==> src/swhc_pkg.sv <==
// ----------------------------------------------------------------------------
// swhc_pkg
// Shared types, constants and helpers of the sliding-window heterozygosity
// counter.
// ----------------------------------------------------------------------------
package swhc_pkg;

	// Sizing
	localparam int MAX_WINDOW    = 65536;
	localparam int POSITION_BITS = 32;
	localparam int SLOT_BITS     = $clog2(MAX_WINDOW);
	localparam int WIN_BITS      = $clog2(MAX_WINDOW + 1);

	// Fixed field widths
	localparam int CFG_BITS     = 17;
	localparam int STEP_BITS    = 17;
	localparam int CNT_BITS     = 17;
	localparam int OUT_POS_BITS = 32;
	localparam int CLS_BITS     = 2;
	localparam int CFG_IDX_BITS = 2;

	localparam logic [CNT_BITS-1:0] CNT_MAX = '1;

	// Reset values of the registers
	localparam logic [CFG_BITS-1:0] WINDOW_SIZE_RST = CFG_BITS'(50000);
	localparam logic [CFG_BITS-1:0] STEP_LENGTH_RST = CFG_BITS'(10000);

	// Queue depths
	localparam int CMD_Q_DEPTH = 4;
	localparam int RES_Q_DEPTH = 4;

	typedef enum logic [CFG_IDX_BITS-1:0] {
		CFG_WINDOW_SIZE     = 2'd0,
		CFG_STEP_LENGTH     = 2'd1,
		CFG_LOWER_IS_MASKED = 2'd2
	} cfg_idx_t;

	typedef enum logic [CLS_BITS-1:0] {
		CLS_AMBIG  = 2'd0,
		CLS_SINGLE = 2'd1,
		CLS_HET    = 2'd2
	} cls_t;

	typedef struct packed {
		logic [CFG_BITS-1:0] window_size;
		logic [CFG_BITS-1:0] step_length;
		logic                lower_is_masked;
	} cfg_t;

	// Work item handed from the front end to the counting back end
	typedef struct packed {
		cls_t                     cls;
		logic [SLOT_BITS-1:0]     slot;
		logic                     evict;    // position already past one window
		logic                     bnd;      // step boundary report before add
		logic                     eos;      // last residue of the sequence
		logic                     use_seg;  // end report uses segment counts
		logic [POSITION_BITS-1:0] pos;
		logic [POSITION_BITS-1:0] lb;       // last boundary before this item
	} cmd_t;

	typedef struct packed {
		logic [OUT_POS_BITS-1:0] window_start;
		logic [OUT_POS_BITS-1:0] window_end;
		logic [CNT_BITS-1:0]     informative_count;
		logic [CNT_BITS-1:0]     heterozygous_count;
		logic                    last_of_run;
	} res_t;

	// 0 acts as 1, anything above MAX_WINDOW acts as MAX_WINDOW
	function automatic logic [WIN_BITS-1:0] eff_window(input logic [CFG_BITS-1:0] w);
		logic [WIN_BITS-1:0] r;
		if (w == '0) begin
			r = WIN_BITS'(1);
		end else if (int'(w) > MAX_WINDOW) begin
			r = WIN_BITS'(MAX_WINDOW);
		end else begin
			r = WIN_BITS'(w);
		end
		return r;
	endfunction

	function automatic cls_t classify(input logic [7:0] b_in, input logic mask_lower);
		logic [7:0] b;
		cls_t       c;
		b = b_in;
		c = CLS_AMBIG;
		if (b >= "a" && b <= "z") begin
			b = b - 8'd32;
		end
		unique case (b)
			"A", "C", "G", "T":           c = CLS_SINGLE;
			"M", "R", "W", "S", "Y", "K": c = CLS_HET;
			default:                      c = CLS_AMBIG;
		endcase
		if (mask_lower && b_in >= "a" && b_in <= "z") begin
			c = CLS_AMBIG;
		end
		return c;
	endfunction

endpackage

==> src/swhc_front.sv <==
// ----------------------------------------------------------------------------
// swhc_front
// Accepts residues, classes them and tracks position, step phase, last
// boundary and ring slot. Rebuilds the slot with a serial remainder unit
// after the window size changes.
// ----------------------------------------------------------------------------
module swhc_front (
	input  logic                  clk,
	input  logic                  arst_n,
	input  swhc_pkg::cfg_t        cfg,
	input  logic                  win_wr,
	input  logic                  in_valid,
	output logic                  in_ready,
	input  logic [7:0]            residue,
	input  logic                  end_of_sequence,
	output logic                  push,
	output swhc_pkg::cmd_t        cmd,
	input  logic                  q_full
);

	localparam int PB  = swhc_pkg::POSITION_BITS;
	localparam int WB  = swhc_pkg::WIN_BITS;
	localparam int SB  = swhc_pkg::SLOT_BITS;
	localparam int STB = swhc_pkg::STEP_BITS;
	localparam int DCB = $clog2(PB);

	logic [PB-1:0]  pos_q, lb_q, dist_q;
	logic [STB-1:0] phase_q;
	logic [SB-1:0]  slot_q;
	logic           div_busy_q;
	logic [DCB-1:0] div_cnt_q;
	logic [WB-1:0]  div_rem_q;
	logic [PB-1:0]  div_quo_q;

	logic [WB-1:0]  win_eff;
	logic [STB-1:0] step_eff;
	logic [PB-1:0]  win_pos, dist_after;
	logic [STB:0]   phase_inc;
	logic [WB-1:0]  slot_inc;
	logic           evict, bnd, accept;
	logic [WB:0]    div_sh;
	logic [WB-1:0]  div_rem_next;

	always_comb begin
		win_eff    = swhc_pkg::eff_window(cfg.window_size);
		step_eff   = (cfg.step_length == '0) ? STB'(1) : cfg.step_length;
		win_pos    = PB'(win_eff);
		evict      = (pos_q >= win_pos);
		bnd        = evict && (phase_q == '0);
		dist_after = (bnd ? '0 : dist_q) + PB'(1);
		phase_inc  = (STB+1)'(phase_q) + (STB+1)'(1);
		slot_inc   = WB'(slot_q) + WB'(1);

		in_ready = !div_busy_q && !q_full;
		accept   = in_valid && in_ready;
		push     = accept;

		cmd.cls     = swhc_pkg::classify(residue, cfg.lower_is_masked);
		cmd.slot    = slot_q;
		cmd.evict   = evict;
		cmd.bnd     = bnd;
		cmd.eos     = end_of_sequence;
		cmd.use_seg = (dist_after <= win_pos);
		cmd.pos     = pos_q;
		cmd.lb      = lb_q;

		// one restoring step of position mod window
		div_sh       = {div_rem_q, div_quo_q[PB-1]};
		div_rem_next = (div_sh >= (WB+1)'(win_eff)) ? WB'(div_sh - (WB+1)'(win_eff))
		                                            : WB'(div_sh);
	end

	always_ff @(posedge clk or negedge arst_n) begin
		if (!arst_n) begin
			pos_q      <= '0;
			lb_q       <= '0;
			dist_q     <= '0;
			phase_q    <= '0;
			slot_q     <= '0;
			div_busy_q <= 1'b0;
			div_cnt_q  <= '0;
		end else if (win_wr) begin
			div_busy_q <= 1'b1;
			div_cnt_q  <= '0;
		end else if (div_busy_q) begin
			div_cnt_q <= div_cnt_q + DCB'(1);
			if (div_cnt_q == DCB'(PB - 1)) begin
				div_busy_q <= 1'b0;
				slot_q     <= div_rem_next[SB-1:0];
			end
		end else if (accept) begin
			if (end_of_sequence) begin
				pos_q   <= '0;
				lb_q    <= '0;
				dist_q  <= '0;
				phase_q <= '0;
				slot_q  <= '0;
			end else begin
				pos_q   <= pos_q + PB'(1);
				lb_q    <= bnd ? pos_q : lb_q;
				dist_q  <= dist_after;
				phase_q <= (phase_inc >= (STB+1)'(step_eff)) ? '0 : phase_inc[STB-1:0];
				// position wrap restarts the ring at slot zero
				if (slot_inc >= win_eff || pos_q == '1) begin
					slot_q <= '0;
				end else begin
					slot_q <= slot_inc[SB-1:0];
				end
			end
		end
	end

	// remainder datapath, no reset needed
	always_ff @(posedge clk) begin
		if (win_wr) begin
			div_rem_q <= '0;
			div_quo_q <= pos_q;
		end else if (div_busy_q) begin
			div_rem_q <= div_rem_next;
			div_quo_q <= {div_quo_q[PB-2:0], 1'b0};
		end
	end

endmodule

==> config.mk <==
export PLATFORM = sky130hd
export DESIGN_NAME = swhc_front
export DESIGN_NICKNAME = d
export VERILOG_FILES = /design/src/swhc_pkg.sv /design/src/swhc_front.sv
export SDC_FILE = /design/constraint.sdc
export NUM_CORES = 1
export LEC_CHECK = 0
export ABC_AREA = 1
export BUFFER_PORTS_ARGS = -buffer_cell sky130_fd_sc_hd__buf_2
export CAP_MARGIN = 20
export CORE_UTILIZATION = 34
export DETAILED_ROUTE_END_ITERATION = 8
export PLACE_DENSITY = 0.58
export SYNTH_ARGS = -nofsm -noshare
export SYNTH_HDL_FRONTEND = slang
export SYNTH_SLANG_ARGS = --single-unit
==> constraint.sdc <==
create_clock -name clk -period 18.6 [get_ports clk]
set_input_delay 3.72 -clock clk [delete_from_list [all_inputs] [get_ports clk]]
set_output_delay 3.72 -clock clk [all_outputs]
set_load 0.03 [all_outputs]
==> impl_metrics.csv <==
group,metric,value,unit
layout,nets,1854,
hold_path,holdCritPathClass,"flop to flop",
setup_path,crit_type,"primary input to primary output",
floorplan,die-height,191,µm
routing,drt-wirelength-per-cell,16.4,µm
logic_synthesis,synth_seq_cells,184,
setup_path,required,14.88,ns
place,placed_area,0.0132,mm²
setup_path,r2r_setup_slack,14.44,ns
sta,setup_viol,0,
setup_path,crit_fanout,52,
place,gp_congestion,0.922,
hold_path,min_to,"div_rem_q[16]",
setup_path,max_stage_delay,0.42,ns
floorplan,placeableCoreArea,0.0349,mm²
floorplan,start_util,34.8,%
logic_synthesis,synthDistinctLibCells,57,
setup_path,critical_path_depth,39,
floorplan,num_rows,68,
logic_synthesis,synthTopCellsByCount,"nand2_1, inv_1, dfrtp_1, nor2_1, o21ai_0",
logic_synthesis,synth_ff_type,"dfrtp_1",
layout,fillCellCount,3623,
pwr,ir_drop,0.0702,mV
place,dp_hpwl,27100,µm
setup_path,rr_worst_depth,22,
floorplan,ios,137,
sta,rsz0062_at_grt,"false",
place,port_buffers,136,
grt,grt_max_degree,69,
setup_path,crit_path_frequent_cell,"nand2_1",
logic_synthesis,syn_area_per_cell,7.61,µm²
routing,drtAntennaViolNets,0,
cts,clk_latency,0.45,ns
logic_synthesis,syn_nets,1739,
cts,cts-hold-fix-buffers,0,
layout,n_antenna_cell,0,
cts,cts_sinks,184,
logic_synthesis,synth.most_common_cell,"nand2_1",
setup_path,worstPathArrival,9.83,ns
cts,cts_resized,0,
cts,cts_root_buf,"clkbuf_16",
grt,grt_pass1_vias,10700,
hold_path,hold_start,"div_rem_q[16]",
setup_path,start_kind,"primary input",
logic_synthesis,synth_top_area_share,27.8,%
logic_synthesis,yosys-top-cells-area,"dfrtp_1, nand2_1, ha_1, edfxtp_1, inv_1",
floorplan,die-area,0.0365,mm²
routing,drt_iter0_markers,815,
cts,clock_path_buffers,2,
logic_synthesis,yosysSeqAreaShare,38.5,%
grt,grt_antenna_before_repair,1,
sta,hold_viol,0,
cts,post_cts_buffers,0,
routing,firstDrtPassIters,6,
logic_synthesis,syn-instance-count,1596,
setup_path,cp_num_buf_inv,4,
pwr,power_leakage,0.00683,µW
logic_synthesis,yosysTopAreaCell,"dfrtp_1",
grt,met2_usage,32.0,%
job,cap_viol_max_count,0,
routing,finalWirelength,35800,µm
status,status,"complete, no violations",
layout,drive_above_1_share,12.7,%
sta,worstMarginPinSlew,1.06,ns
sta,final.setup.tns,0,ns
layout,finalInstanceArea,0.0138,mm²
cts,cts.clk_slew.worst_paths,0.07,ns
cts,tritoncts,"done",
sta,max_freq,0.0738,GHz
grt,use_met3,4.48,%
sta,finClkSkew,0.0216,ns
hold_path,hold_depth,2,
sta,min_period,13.55,ns
logic_synthesis,syn_area,0.0121,mm²
setup_path,r2r_end,"dist_q[28]",
setup_path,cpMaxStageDelayCell,"nand2_4",
grt,grt_util_met1,27.5,%
grt,grt-busiest-layer,"met2",
routing,viasPerCell,5.11,
cts,htreeDepth,4,
grt,grt_overflow,0,
grt,grt_pass1_wl,57200,µm
sta,min_period_over_period,72.8,%
routing,routed-via-count,11100,
grt,grt_use_total,20.1,%
floorplan,die_w,191,µm
sta,relSlewSlack,29.2,%
logic_synthesis,yosys_warnings,0,
pwr,p_per_area,81.6,mW/mm²
setup_path,path_delay_family,"simple AND/OR/NAND/NOR gates",
sta,finalMaxSlewViolations,0,
setup_path,cp-end-kind,"primary output",
logic_synthesis,ys_async_sr_fraction,73.4,%
layout,area_delta_synth_final,13.8,%
cts,cts-buffers-inserted,17,
routing,post-route-drc-count,0,
setup_path,r2r_start,"pos_q[2]",
logic_synthesis,synth_edf_count,32,
==> layer usage <==
layer / vias up / share of wire (%) / wire, µm
li1: 5564 / - / -
met1: 5250 / 48 / 17300
met2: 298 / 45 / 16000
met3: 25 / 6.0 / 2160
met4: 2 / 1.2 / 417
met5: - / 0.022 / 8
==> kinds of logic after synthesis <==
family                     count (synthesis)  share of synthesized area [%]
and+or+nand+nor                          697                           25.3
xor gates and xnor gates                  50                           3.61
buffers and inverters                    271                           8.74
adders and majority gates                 94                           9.74
DFF                                      184                           38.5
AOI/OAI and AO/OA                        300                           14.1
==> placed cells by master, fill, tap and decap left out, types with 5 or more instances in the layout <==
| master | netlist | routed |
|---|---|---|
| o21ai_1 | 8 | 7 |
| nor2_2 | 11 | 11 |
| clkbuf_16 | 0 | 17 |
| xor2_1 | 32 | 32 |
| nand4_1 | 26 | 26 |
| nor2_4 | 5 | 5 |
| nand2_1 | 385 | 385 |
| edfxtp_1 | 32 | 32 |
| o211ai_1 | 14 | 14 |
| inv_2 | 6 | 7 |
| buf_4 | 4 | 9 |
| a21oi_1 | 90 | 90 |
| nor2_1 | 114 | 114 |
| nand3_1 | 80 | 80 |
| a31oi_1 | 9 | 9 |
| inv_1 | 215 | 214 |
| dfrtp_1 | 135 | 135 |
| inv_8 | 0 | 5 |
| buf_2 | 11 | 135 |
| nand3b_1 | 8 | 8 |
| a21o_1 | 7 | 7 |
| dfxtp_1 | 17 | 17 |
| xnor2_1 | 18 | 18 |
| nor3_1 | 30 | 30 |
| ha_1 | 93 | 93 |
| o22ai_1 | 53 | 53 |
| nor4_1 | 13 | 13 |
| o21ai_0 | 96 | 96 |
==> layout make-up <==
type                    count  area [µm²]  share of cell area, %
inverters                 222         833                   6.03
repair buffers            145         754                   5.46
clock inverters            15         149                   1.08
flip-flops and latches    184        4680                   33.9
clock buffers              17         425                   3.08
well taps                 455         569                   4.12
multi-input cells        1141        6410                   46.4
==> state kept, by name, indices dropped and copies added, names as in the netlist <==
signal      flops
phase_q        17
dist_q         32
div_quo_q      32
slot_q         16
div_rem_q      17
lb_q           32
div_busy_q      1
pos_q          32
div_cnt_q       5
==> worst max path at each step <==
stage	start	end	slack, ns
2_1_floorplan	cfg[26]	cmd[64]	6.28
3_3_place_gp	cfg[26]	cmd[64]	5.43
3_5_place_dp	cfg[30]	cmd[64]	5.16
4_1_cts	cfg[30]	cmd[64]	5.13
5_1_grt	cfg[18]	cmd[64]	4.43
6_report	cfg[30]	cmd[64]	5.05
==> power by group <==
part | switching [µW] | internal [µW]
clock | 189 | 180
combinational | 185 | 115
sequential | 22.3 | 436
total | 396 | 731
==> worst register-to-register path, stage by stage (launching register included) <==
cell,delay (ns)
dfrtp_1,0.66
ha_1,0.32
nand2_1,0.08
inv_1,0.04
nand2_1,0.06
nand2_1,0.05
nand2_1,0.05
nand2_1,0.08
nand2_1,0.07
nand2_1,0.07
nand2_1,0.10
nand2_2,0.08
nand2_4,0.42
inv_1,0.36
nor2_1,0.18
ha_1,0.20
nand3_1,0.10
nor2_2,0.26
nand2_1,0.17
nor2_4,0.17
nand4_1,0.13
xor2_1,0.26
o22ai_1,0.12
==> stage by stage <==
step                      cells  setup WS, ns  total power, µW  utilization [%]  hold WS, ns
final                      2179          5.05             1130             39.6        0.493
after CTS                  2178          5.13             1140             39.6        0.490
after detailed placement   2146          5.16              765             38.0        0.476
after floorplan            1596          6.28              691                -        0.459
after global routing       2179          4.43             1200             39.6        0.521
after global placement     2146          5.43              762             38.0        0.471
(Power assumes the default switching activity.)
