## config.mk

```make
export PLATFORM = sky130hd
export DESIGN_NAME = swhc_queue
export DESIGN_NICKNAME = d
export VERILOG_FILES = /design/src/swhc_pkg.sv /design/src/swhc_queue.sv
export SDC_FILE = /design/constraint.sdc
export NUM_CORES = 1
export LEC_CHECK = 0
export BUFFER_PORTS_ARGS = -buffer_cell sky130_fd_sc_hd__buf_2
export CORE_MARGIN = 3
export CORE_UTILIZATION = 51
export CTS_BUF_LIST = sky130_fd_sc_hd__clkbuf_4 sky130_fd_sc_hd__clkbuf_8 sky130_fd_sc_hd__clkbuf_16
export CTS_CLUSTER_DIAMETER = 60
export DETAILED_ROUTE_END_ITERATION = 8
export GPL_TIMING_DRIVEN = 1
export MAX_ROUTING_LAYER = met4
export PLACE_DENSITY = 0.78
export SYNTH_ARGS = -nofsm -noshare
export SYNTH_HDL_FRONTEND = slang
export SYNTH_SLANG_ARGS = --single-unit
```

## constraint.sdc

```tcl
create_clock -name clk -period 3.1 [get_ports clk]
set_clock_uncertainty 0.15 [all_clocks]
set_input_delay 0.62 -clock clk [delete_from_list [all_inputs] [get_ports clk]]
set_output_delay 0.62 -clock clk [all_outputs]
set_load 0.03 [all_outputs]
```

## src/swhc_pkg.sv

```systemverilog
// ----------------------------------------------------------------------------
// swhc_pkg
// Shared types, constants and helpers of the sliding-window heterozygosity
// counter.
// ----------------------------------------------------------------------------
package swhc_pkg;

	// Sizing
	localparam int MAX_WINDOW    = 65536;
	localparam int POSITION_BITS = 32;
	localparam int SLOT_BITS     = $clog2(MAX_WINDOW);
	localparam int WIN_BITS      = $clog2(MAX_WINDOW + 1);

	// Fixed field widths
	localparam int CFG_BITS     = 17;
	localparam int STEP_BITS    = 17;
	localparam int CNT_BITS     = 17;
	localparam int OUT_POS_BITS = 32;
	localparam int CLS_BITS     = 2;
	localparam int CFG_IDX_BITS = 2;

	localparam logic [CNT_BITS-1:0] CNT_MAX = '1;

	// Reset values of the registers
	localparam logic [CFG_BITS-1:0] WINDOW_SIZE_RST = CFG_BITS'(50000);
	localparam logic [CFG_BITS-1:0] STEP_LENGTH_RST = CFG_BITS'(10000);

	// Queue depths
	localparam int CMD_Q_DEPTH = 4;
	localparam int RES_Q_DEPTH = 4;

	typedef enum logic [CFG_IDX_BITS-1:0] {
		CFG_WINDOW_SIZE     = 2'd0,
		CFG_STEP_LENGTH     = 2'd1,
		CFG_LOWER_IS_MASKED = 2'd2
	} cfg_idx_t;

	typedef enum logic [CLS_BITS-1:0] {
		CLS_AMBIG  = 2'd0,
		CLS_SINGLE = 2'd1,
		CLS_HET    = 2'd2
	} cls_t;

	typedef struct packed {
		logic [CFG_BITS-1:0] window_size;
		logic [CFG_BITS-1:0] step_length;
		logic                lower_is_masked;
	} cfg_t;

	// Work item handed from the front end to the counting back end
	typedef struct packed {
		cls_t                     cls;
		logic [SLOT_BITS-1:0]     slot;
		logic                     evict;    // position already past one window
		logic                     bnd;      // step boundary report before add
		logic                     eos;      // last residue of the sequence
		logic                     use_seg;  // end report uses segment counts
		logic [POSITION_BITS-1:0] pos;
		logic [POSITION_BITS-1:0] lb;       // last boundary before this item
	} cmd_t;

	typedef struct packed {
		logic [OUT_POS_BITS-1:0] window_start;
		logic [OUT_POS_BITS-1:0] window_end;
		logic [CNT_BITS-1:0]     informative_count;
		logic [CNT_BITS-1:0]     heterozygous_count;
		logic                    last_of_run;
	} res_t;

	// 0 acts as 1, anything above MAX_WINDOW acts as MAX_WINDOW
	function automatic logic [WIN_BITS-1:0] eff_window(input logic [CFG_BITS-1:0] w);
		logic [WIN_BITS-1:0] r;
		if (w == '0) begin
			r = WIN_BITS'(1);
		end else if (int'(w) > MAX_WINDOW) begin
			r = WIN_BITS'(MAX_WINDOW);
		end else begin
			r = WIN_BITS'(w);
		end
		return r;
	endfunction

	function automatic cls_t classify(input logic [7:0] b_in, input logic mask_lower);
		logic [7:0] b;
		cls_t       c;
		b = b_in;
		c = CLS_AMBIG;
		if (b >= "a" && b <= "z") begin
			b = b - 8'd32;
		end
		unique case (b)
			"A", "C", "G", "T":           c = CLS_SINGLE;
			"M", "R", "W", "S", "Y", "K": c = CLS_HET;
			default:                      c = CLS_AMBIG;
		endcase
		if (mask_lower && b_in >= "a" && b_in <= "z") begin
			c = CLS_AMBIG;
		end
		return c;
	endfunction

endpackage

```

## src/swhc_queue.sv

```systemverilog
// ----------------------------------------------------------------------------
// swhc_queue
// Short command queue between the front end and the counting back end.
// ----------------------------------------------------------------------------
module swhc_queue (
	input  logic           clk,
	input  logic           arst_n,
	input  logic           push,
	input  swhc_pkg::cmd_t push_data,
	output logic           full,
	input  logic           pop,
	output logic           not_empty,
	output swhc_pkg::cmd_t head
);

	localparam int D  = swhc_pkg::CMD_Q_DEPTH;
	localparam int PW = $clog2(D);
	localparam int CW = $clog2(D + 1);

	swhc_pkg::cmd_t mem [D];
	logic [PW-1:0]  wr_ptr_q, rd_ptr_q;
	logic [CW-1:0]  cnt_q;

	assign full      = (cnt_q == CW'(D));
	assign not_empty = (cnt_q != '0);
	assign head      = mem[rd_ptr_q];

	always_ff @(posedge clk or negedge arst_n) begin
		if (!arst_n) begin
			wr_ptr_q <= '0;
			rd_ptr_q <= '0;
			cnt_q    <= '0;
		end else begin
			if (push) begin
				wr_ptr_q <= (wr_ptr_q == PW'(D - 1)) ? '0 : wr_ptr_q + PW'(1);
			end
			if (pop) begin
				rd_ptr_q <= (rd_ptr_q == PW'(D - 1)) ? '0 : rd_ptr_q + PW'(1);
			end
			cnt_q <= cnt_q + CW'(push) - CW'(pop);
		end
	end

	always_ff @(posedge clk) begin
		if (push) begin
			mem[wr_ptr_q] <= push_data;
		end
	end

endmodule

```

==> summary.md, run 1 <==
| Metric | Value |
|---|---|
| Die width | `165 um` |
| Post-synthesis register bit count | `~350` |
| Net switching power | `approximately 0.0051 W` |
| Final instance area | `around 15000 sq um` |
| Wire per inst | `~23 um` |
| Highest clock rate | `around 340 MHz` |
| Share of layout cells above drive strength 1 | `47.9%` |
| Root buffer cell | `clkbuf_16` |
| Distinct cells, synth | `21` |
| Nets | `roughly 800` |
| Io pins | `roughly 180` |
| Internal power | `0.0104 W` |
| Syn nets | `584` |
| Number of DRC violations after detailed-routing iteration 0 | `roughly 460` |
| Initial Util | `roughly 52%` |
| Reg power frac | `about two fifths` |
| Largest net degree at the start of global routing | `between 40 and 50` |
| Core ar. | `approximately 25000 sq um` |
| CTS max path bufs | `3` |
| R2R Path End | `mem[0][36]$_DFFE_PP_` |
| DRC violations left | `0` |
| Hold path startpoint | `push_data[12]` |
| Total GRT Usage | `between 10% and 20%` |
| Endpoints failing setup | `0` |
| Routed Wire Length | `24.0 mm` |
| Pwr Density | `approximately 1000 nW/um^2` |
| Req. time, crit path | `2.33 ns` |
| Setup_tns | `0 ns` |
| Port buffer count | `177` |
| Critical Setup Path Class | `reg2out` |
| Via Count | `a little under 6000` |
| Tcrit/Tclk final | `about 94%` |
| Combinational share of power | `about 33%` |
| Hold Path Class | `in2reg` |
| Cell Rows | `57` |
| Mapped cell area | `around 13000 sq um` |
| CTS tree | `yes` |
| Grt ovf | `0` |
| Vias in the first global route | `between 6000 and 7000` |
| Clock Latency Late Sink | `roughly 0.50 ns` |
| Worst reg2reg path depth | `4` |
| CP startpoint | `rd_ptr_q[0]$_DFFE_PN0P_` |
| Lkg Pwr | `approximately 5.3 nW` |
| Least-Margin Pin Slew | `0.452 ns` |
| Max-Cap Viols | `0` |
| Post-Syn Instances | `between 400 and 500` |
| Final Hold Viols | `0` |
| Tmin final | `around 2.9 ns` |
| Sequential fraction of the synthesis area | `81.9%` |
| Clock slew at reported path FFs | `~0.060 ns` |
| Ys Warns | `0` |
| Remaining antenna violation count | `0` |
| Status | `finished clean` |
| VDD IR-drop max | `around 0.00074 V` |
| Sink Count | `roughly 350` |
| Crit path arrival time | `between 2 and 2.5 ns` |
| Reg2reg setup slack | `roughly 1.2 ns` |
| Post-DP Area | `between 10000 and 15000 sq um` |
| Startpoint type of the worst setup path | `flip-flop` |
| Clk pwr share | `roughly a quarter` |
| Fin. max-slew vios | `0` |
| Die ar. | `27100 sq um` |
| DP Wirelength | `14.7 mm` |
| Hold depth | `1` |
| Worst Hold Path EP | `mem[3][12]$_DFFE_PP_` |
| Htree depth | `2` |
| TritonRoute pass-1 iters | `4` |
| P&R area growth vs syn | `20.0%` |
| Inserted Clock Buffers | `36` |
| Antenna violations before repair | `5` |
| Via density | `5.59` |
| Critical-path maximum fanout | `39` |
| Net switching fraction of the power | `about a third` |
| RR Startpoint | `wr_ptr_q[0]$_DFFE_PN0P_` |
| First-pass GRT wire length | `between 30 and 40 mm` |
| Unrepaired setup endpoints after global routing | `no` |
| Slew HR | `between 60% and 70%` |
| Chip height | `165 um` |
| GPL Wtd Cong | `slightly below 0.8` |
| CP endpoint kind | `output pin` |
| Avg Synthesized Cell Area | `26.4 sq um` |
-- how the worst max path moves through the flow --
stage	endpoint	slack [ns]	cells past startpoint
after floorplan	mem[3][0]$_DFFE_PP_	0.82	1
after global placement	head[32]	0.58	3
after detailed placement	head[32]	0.57	3
after CTS	head[32]	0.01	3
after global routing	head[32]	0.09	3
final	head[31]	0.17	3
-- critical path, cell delays in order (launching register included) --
cell,delay [ns]
dfrtp_4,0.53
buf_16,0.32
mux4_2,0.58
buf_2,0.20
-- layout make-up --
type / instances / area, sq um
flip-flops and latches: 351 / 10500
fillers: 1684 / 9150
multi-input cells: 109 / 2160
repair buffers: 197 / 1150
clock buffers: 45 / 968
well taps: 324 / 405
clock inverters: 17 / 148
inverters: 6 / 22.5
diodes: 5 / 12.5
-- stage by stage --
| stage | hold WS (ns) | setup WS (ns) | util [%] | instances | power [W] |
|---|---|---|---|---|---|
| finish | 0.168 | 0.174 | 62.7 | 1054 | 0.0155 |
| global route | 0.152 | 0.0871 | 62.7 | 1054 | 0.0162 |
| floorplan | 0.174 | 0.821 | - | 486 | 0.0102 |
| detailed placement | 0.338 | 0.568 | 57.9 | 982 | 0.0116 |
| global placement | 0.328 | 0.579 | 57.9 | 982 | 0.0115 |
| CTS | 0.148 | 0.0122 | 62.5 | 1045 | 0.0157 |
-- Yosys cell counts --
cell | instances | area [sq um]
inv_1 | 6 | 22.5
buf_4 | 5 | 37.5
xnor2_1 | 2 | 17.5
mux2_2 | 2 | 22.5
buf_8 | 1 | 15.0
buf_2 | 7 | 35.0
clkbuf_1 | 4 | 15.0
or3b_2 | 1 | 8.76
edfxtp_1 | 344 | 10300
or3_1 | 1 | 6.26
and3_1 | 1 | 6.26
buf_6 | 2 | 22.5
mux4_2 | 86 | 1940
fa_1 | 1 | 20.0
nor2_1 | 1 | 3.75
nand2_1 | 1 | 3.75
buf_12 | 1 | 20.0
o21ai_0 | 2 | 10.0
dfrtp_1 | 7 | 175
and2_1 | 4 | 25.0
ha_1 | 7 | 87.6
-- kinds of logic (layout without fill, tap and decap cells) --
family	after synthesis	count (layout)	share of synthesized area (%)
DFF	351	351	81.9
muxes	88	88	15.3
buffers and inverters	26	265	1.31
and+or+nand+nor	9	9	0.420
adders and majority gates	8	8	0.839
AOI/OAI and AO/OA	2	2	0.0781
xor gates and xnor gates	2	2	0.137
other	0	5	0
-- metal layers --
| metal | track usage (%) | up-vias | part of all wire (%) |
|---|---|---|---|
| met1 | 24.3 | 3105 | 40 |
| met4 | 5.99 | 0 | 2.1 |
| met3 | 4.59 | 42 | 7.9 |
| li1 | - | 2522 | - |
| met5 | - | - | 0 |
| met2 | 28.8 | 219 | 50 |
-- power groups by stage --
stage | clock, W | combinational [W] | sequential [W]
after global placement | 0 | 0.00508 | 0.00642
after global routing | 0.00431 | 0.00550 | 0.00643
final | 0.00403 | 0.00515 | 0.00636
after floorplan | 0 | 0.00386 | 0.00630
after CTS | 0.00414 | 0.00520 | 0.00640
after detailed placement | 0 | 0.00515 | 0.00649
-- flip-flops by register name, summed over array words and instances (netlist names) --
register / count
rd_ptr_q: 2
cnt_q: 3
wr_ptr_q: 2
mem: 344
-- placed cells by master, fill, tap and decap left out, drive strengths merged --
cell / netlist / layout
mux2: 2 / 2
nand2: 1 / 1
and3: 1 / 1
mux4: 86 / 86
dlygate4sd3: 0 / 1
or3: 1 / 1
ha: 7 / 7
fa: 1 / 1
clkbuf: 4 / 45
or3b: 1 / 1
clkinv: 0 / 12
o21ai: 2 / 2
bufinv: 0 / 2
diode: 0 / 5
clkinvlp: 0 / 2
and2: 4 / 4
nor2: 1 / 1
xnor2: 2 / 2
inv: 6 / 7
edfxtp: 344 / 344
buf: 16 / 196
dfrtp: 7 / 7
-- repair_timing --
action | 4_1_cts | 5_1_grt
buffers inserted | 0 | 4
endpoints found under the setup margin | 1 | 51
hold buffers | 1 | 0
endpoints found under the hold margin | 7 | 0
resized for setup | 1 | 1
(Power assumes the default switching activity.)
==> run 2, diff against run 1 <==
GPL_TIMING_DRIVEN = 0   (was 1)
==> summary.md, run 2 (synthesis gave the netlist of run 1 again) <==
| Metric | Value |
|---|---|
| Routed Wire Length | `roughly 24 mm` |
| Endpoints failing setup | `0` |
| Registers with the most flip-flops | `mem: 344 flops, cnt_q: 3 flops` |
| Die ar. | `about 27000 sq um` |
| Critical Setup Path Class | `reg2out` |
| Slew HR | `a little over half` |
| Critical-path maximum fanout | `10` |
| Wire per inst | `~22 um` |
| Htree depth | `2` |
| Fin cells | `around 1100` |
| Tcrit/Tclk final | `approximately 96%` |
| Chip height | `between 150 and 200 um` |
| Crit path arrival time | `roughly 2.2 ns` |
| CTS max path bufs | `3` |
| Setup_tns | `0 ns` |
| Biggest register | `mem` |
| Io pins | `around 180` |
| Most common cell after layout, fill and taps aside | `edfxtp_1` |
| Initial Util | `a little over half` |
| Startpoint type of the worst setup path | `flip-flop` |
| Hold Path Class | `in2reg` |
| Nets | `804` |
| Via density | `around 5.5` |
| TritonRoute pass-1 iters | `4` |
| Vias in the first global route | `roughly 6400` |
| Antenna violations before repair | `2` |
| DRC violations left | `0` |
| DP Wirelength | `approximately 15 mm` |
| Post-CTS setup buffers | `0` |
| Status | `finished clean` |
| CP Cell Sequence | `buf_2, clkbuf_1, mux4_2, buf_2` |
| Number of DRC violations after detailed-routing iteration 0 | `419` |
| Port buffer count | `177` |
| CP endpoint kind | `output pin` |
| First-pass GRT wire length | `36.2 mm` |
| Req. time, crit path | `roughly 2.3 ns` |
| Share of layout cells above drive strength 1 | `a little under half` |
| Most common cell on crit path | `buf_2` |
| Fin. max-slew vios | `0` |
| VDD IR-drop max | `0.000672 V` |
| Final Hold Viols | `0` |
| Root buffer cell | `clkbuf_16` |
| Inserted Clock Buffers | `36` |
| Lkg Pwr | `approximately 5.3 nW` |
| GPL Wtd Cong | `between 0.7 and 0.8` |
| Tmin final | `just under 3 ns` |
| Dpl cells | `around 990` |
| Unrepaired setup endpoints after global routing | `yes` |
| Via Count | `approximately 5800` |
| Clock slew at reported path FFs | `0.06 ns` |
| Total GRT Usage | `a little under a fifth` |
| Pwr Density | `1020 nW/um^2` |
| Cell Rows | `57` |
| P&R area growth vs syn | `20.3%` |
| Max-Cap Viols | `0` |
| Remaining antenna violation count | `0` |
| Die width | `between 150 and 200 um` |
| Clock Latency Late Sink | `around 0.49 ns` |
| Least-Margin Pin Slew | `0.678 ns` |
| Core ar. | `24500 sq um` |
| Worst-path cell with the longest stage delay | `clkbuf_1` |
| Highest clock rate | `approximately 340 MHz` |
| Max FFs per register | `around 340` |
| Grt ovf | `0` |
| Commonest cells after routing, fill and taps aside | `edfxtp_1, buf_2, mux4_2` |
| Crit-path max cell delay | `about 0.50 ns` |
| Sink Count | `approximately 350` |
| CTS tree | `yes` |
| Largest net degree at the start of global routing | `48` |
==> run 2: cell types whose count changed in the layout (fill, tap and decap cells not counted), moves of 3 or more <==
cell / before / now
buf_12: 6 / 1
buf_4: 11 / 6
buf_2: 177 / 180
clkbuf_4: 9 / 12
clkinv_1: 6 / 9
==> run 2: worst paths after layout <==
path | cells past startpoint | to | slack [ns] | start
max in group asynchronous | 2 | cnt_q[0]$_DFF_PN0_ | 2.30 | arst_n
setup / recovery | 4 | head[32] | 0.13 | rd_ptr_q[1]$_DFFE_PN0P_
setup reg to reg | 4 | mem[0][62]$_DFFE_PP_ | 0.95 | wr_ptr_q[0]$_DFFE_PN0P_
hold / removal | 1 | mem[3][30]$_DFFE_PP_ | 0.18 | push_data[30]
min in group asynchronous | 2 | wr_ptr_q[1]$_DFFE_PN0P_ | 0.34 | arst_n
hold reg to reg | 2 | cnt_q[2]$_DFF_PN0_ | 0.47 | cnt_q[1]$_DFF_PN0_
==> run 2: critical path, delay by kind of cell, from the launching register on <==
kind	cells	cell delay, ns
DFF	1	0.35
muxes	1	0.42
buffers and inverters	3	0.94
==> run 2: final cells by class <==
cell class	instances	area, sq um
Antenna cell	7	17.5
Buffer	20	158
Clock buffer	46	993
Clock inverter	17	155
Fill cell	1636	9110
Inverter	6	22.5
Multi-Input combinational cell	109	2160
Sequential cell	351	10500
Tap cell	324	405
Timing Repair Buffer	182	1010
==> run 2: repair_timing <==
action / 4_1_cts / 5_1_grt
setup endpoints to repair: 17 / 27
cloned: 0 / 0
hold buffers: 1 / 0
gates resized for setup: 2 / 5
hold endpoints to repair: 7 / 0
==> run 2: per-layer routing <==
metal  track usage (%)  vias up  wire, um
met5                 -        -         0
met4              4.88        0       418
met3              4.49       41      1840
met2              31.0      216     12400
met1              22.7     3003      9130
li1                  -     2544         -
==> run 2: metrics by stage <==
step / area [sq um] / setup WS (ns) / total power [W] / util [%] / hold slack (ns)
2_1_floorplan: 12800 / 0.821 / 0.0102 / - / 0.174
5_1_grt: 15400 / -0.0159 / 0.0164 / 62.8 / 0.158
3_3_place_gp: 14100 / -0.0848 / 0.0115 / 57.5 / 0.304
3_5_place_dp: 14200 / 0.476 / 0.0117 / 58.0 / 0.314
6_report: 15400 / 0.128 / 0.0157 / 62.9 / 0.180
4_1_cts: 15400 / 0.0160 / 0.0159 / 62.7 / 0.158
==> run 2: power breakdown <==
| group | total, W | switching [W] | internal (W) | leakage, nW |
|---|---|---|---|---|
| Combinational | 0.00527 | 0.00330 | 0.00197 | 1.52 |
| Clock | 0.00415 | 0.00164 | 0.00251 | 0.570 |
| Sequential | 0.00626 | 0.000182 | 0.00608 | 3.24 |
| Total | 0.0157 | 0.00512 | 0.0106 | 5.33 |
==> run 3, diff against run 2 <==
CELL_PAD_IN_SITES_DETAIL_PLACEMENT = 1   (was not set)
CELL_PAD_IN_SITES_GLOBAL_PLACEMENT = 1   (was not set)
CORE_UTILIZATION = 45   (was 51)
==> summary.md, run 3 (synthesis gave the netlist of run 1 again) <==
| Metric | Value |
|---|---|
| Status | `finished clean` |
| Post-CTS setup buffers | `0` |
| Root buffer cell | `clkbuf_16` |
| Pwr Density | `1030 nW/um^2` |
| Internal power | `0.0108 W` |
| CP endpoint kind | `output pin` |
| Req. time, crit path | `2.33 ns` |
| Via Count | `about 5900` |
| Highest clock rate | `339 MHz` |
| TritonRoute pass-1 iters | `6` |
| Final Hold Viols | `0` |
| Clk pwr share | `approximately 28%` |
| Startpoint type of the worst setup path | `flip-flop` |
| GPL Wtd Cong | `between 0.7 and 0.8` |
| Share of layout cells above drive strength 1 | `48.5%` |
| CTS max path bufs | `3` |
| Max-Cap Viols | `0` |
| Fillers | `2442` |
| Tmin final | `about 3.0 ns` |
| Dpl cells | `between 1000 and 1500` |
| First-pass GRT wire length | `between 30 and 40 mm` |
| Largest net degree at the start of global routing | `45` |
| Sink Count | `351` |
| Port buffer count | `between 150 and 200` |
| Inserted Clock Buffers | `38` |
| P&R area growth vs syn | `21.5%` |
| Hold Path Class | `in2reg` |
| Initial Util | `between 40% and 50%` |
| Max FFs per register | `around 340` |
| DRC violations left | `0` |
| Antenna violations before repair | `2` |
| Hold slack | `between 0.15 and 0.2 ns` |
| Critical-path maximum fanout | `10` |
| Cell Rows | `slightly above 60` |
| Most common cell after layout, fill and taps aside | `edfxtp_1` |
| Tcrit/Tclk final | `between 90% and 100%` |
| Lkg Pwr | `5.38 nW` |
| Io pins | `roughly 180` |
| Fin. max-slew vios | `0` |
| Final Core Density | `a little under three fifths` |
| CTS tree | `yes` |
| Core ar. | `between 20000 and 30000 sq um` |
| Die ar. | `~31000 sq um` |
| Clock slew at reported path FFs | `roughly 0.050 ns` |
| Unrepaired setup endpoints after global routing | `no` |
| Net switching fraction of the power | `between 30% and 40%` |
| Clock Latency Late Sink | `between 0.5 and 0.6 ns` |
| Fin cells | `1114` |
| Via density | `roughly 5.3` |
| Grt ovf | `0` |
| Least-Margin Pin Slew | `just over 0.7 ns` |
| Registers with the most flip-flops | `mem: 344 flops, cnt_q: 3 flops` |
| Nets | `about 800` |
| Combinational share of power | `33.2%` |
| VDD IR-drop max | `approximately 0.00062 V` |
| DP Wirelength | `16.3 mm` |
| Remaining antenna violation count | `0` |
| Slew HR | `roughly 52%` |
| Commonest cells after routing, fill and taps aside | `edfxtp_1, buf_2, mux4_2` |
| Endpoints failing setup | `0` |
| Htree depth | `2` |
| Biggest register | `mem` |
| Critical Setup Path Class | `reg2out` |
| Chip height | `175 um` |
| Final Total Pwr | `around 0.016 W` |
| Wire per inst | `23.3 um` |
| Reg power frac | `between 30% and 40%` |
| Routed Wire Length | `roughly 26 mm` |
| Crit path arrival time | `around 2.2 ns` |
| Die width | `around 170 um` |
| Total GRT Usage | `between 10% and 20%` |
| Vias in the first global route | `about 6600` |
| Number of DRC violations after detailed-routing iteration 0 | `523` |
| Net switching power | `around 0.0053 W` |
==> run 3: changes by cell type in the layout (fill, tap and decap cells not counted) <==
| cell | before | now |
|---|---|---|
| clkbuf_1 | 2 | 0 |
| clkbuf_16 | 37 | 41 |
| clkbuf_2 | 2 | 4 |
| clkbuf_4 | 12 | 10 |
| clkinv_1 | 9 | 4 |
| clkinv_2 | 3 | 7 |
| clkinv_4 | 0 | 1 |
| clkinvlp_4 | 1 | 3 |
| diode_2 | 7 | 2 |
| inv_6 | 1 | 0 |
==> run 3: through the flow <==
step | setup TNS (ns) | instance area (sq um) | setup slack (ns)
floorplan | 0 | 12800 | 0.821
global placement | -31.51 | 14200 | -0.103
detailed placement | 0 | 14300 | 0.407
CTS | -0.0637 | 15600 | -0.0154
global route | 0 | 15600 | 0.0136
finish | 0 | 15600 | 0.148
==> run 3: worst paths after layout <==
| check | start | end | slack (ns) | cells after the start |
|---|---|---|---|---|
| setup / recovery | rd_ptr_q[1]$_DFFE_PN0P_ | head[73] | 0.15 | 5 |
| hold / removal | push_data[6] | mem[0][6]$_DFFE_PP_ | 0.17 | 1 |
| setup reg to reg | wr_ptr_q[0]$_DFFE_PN0P_ | mem[2][62]$_DFFE_PP_ | 0.91 | 4 |
| hold reg to reg | rd_ptr_q[1]$_DFFE_PN0P_ | rd_ptr_q[1]$_DFFE_PN0P_ | 0.48 | 2 |
| max in group asynchronous | arst_n | rd_ptr_q[1]$_DFFE_PN0P_ | 2.30 | 2 |
| min in group asynchronous | arst_n | wr_ptr_q[1]$_DFFE_PN0P_ | 0.33 | 2 |
==> run 3: power groups by stage <==
stage | logic (W) | registers, W | clock network [W]
4_1_cts | 0.00544 | 0.00629 | 0.00455
3_3_place_gp | 0.00521 | 0.00635 | 0
2_1_floorplan | 0.00386 | 0.00630 | 0
5_1_grt | 0.00568 | 0.00634 | 0.00478
3_5_place_dp | 0.00541 | 0.00638 | 0
6_report | 0.00533 | 0.00628 | 0.00444
==> run 3: worst max-delay path, cell delays in order, from the launching register on <==
cell,delay [ns]
dfrtp_1,0.35
buf_2,0.25
clkbuf_4,0.28
clkbuf_4,0.26
mux4_2,0.34
buf_2,0.20
==> run 3: area by class of cell <==
| class | instances | area (sq um) | area share (%) |
|---|---|---|---|
| multi-input cells | 109 | 2160 | 13.9 |
| repair buffers | 182 | 1010 | 6.46 |
| clock buffers | 48 | 1080 | 6.92 |
| flip-flops and latches | 351 | 10500 | 67.4 |
| diodes | 2 | 5.00 | 0.0321 |
| well taps | 378 | 473 | 3.04 |
| clock inverters | 18 | 171 | 1.10 |
| inverters | 6 | 22.5 | 0.145 |
| plain buffers | 20 | 160 | 1.03 |
==> run 3: what timing repair did <==
| action | in CTS | in global routing |
|---|---|---|
| setup endpoints to repair | 34 | 40 |
| pin swaps | 0 | 0 |
| hold buffers | 1 | 0 |
| endpoints found under the hold margin | 7 | 0 |
| gates resized for setup | 3 | 7 |
==> run 3: routing by layer <==
| layer | vias to the layer above | routed length (um) | track usage [%] |
|---|---|---|---|
| met5 | - | 0 | - |
| li1 | 2537 | - | - |
| met1 | 3105 | 10400 | 22.1 |
| met2 | 181 | 13500 | 29.6 |
| met3 | 36 | 1580 | 4.82 |
| met4 | 0 | 454 | 3.76 |
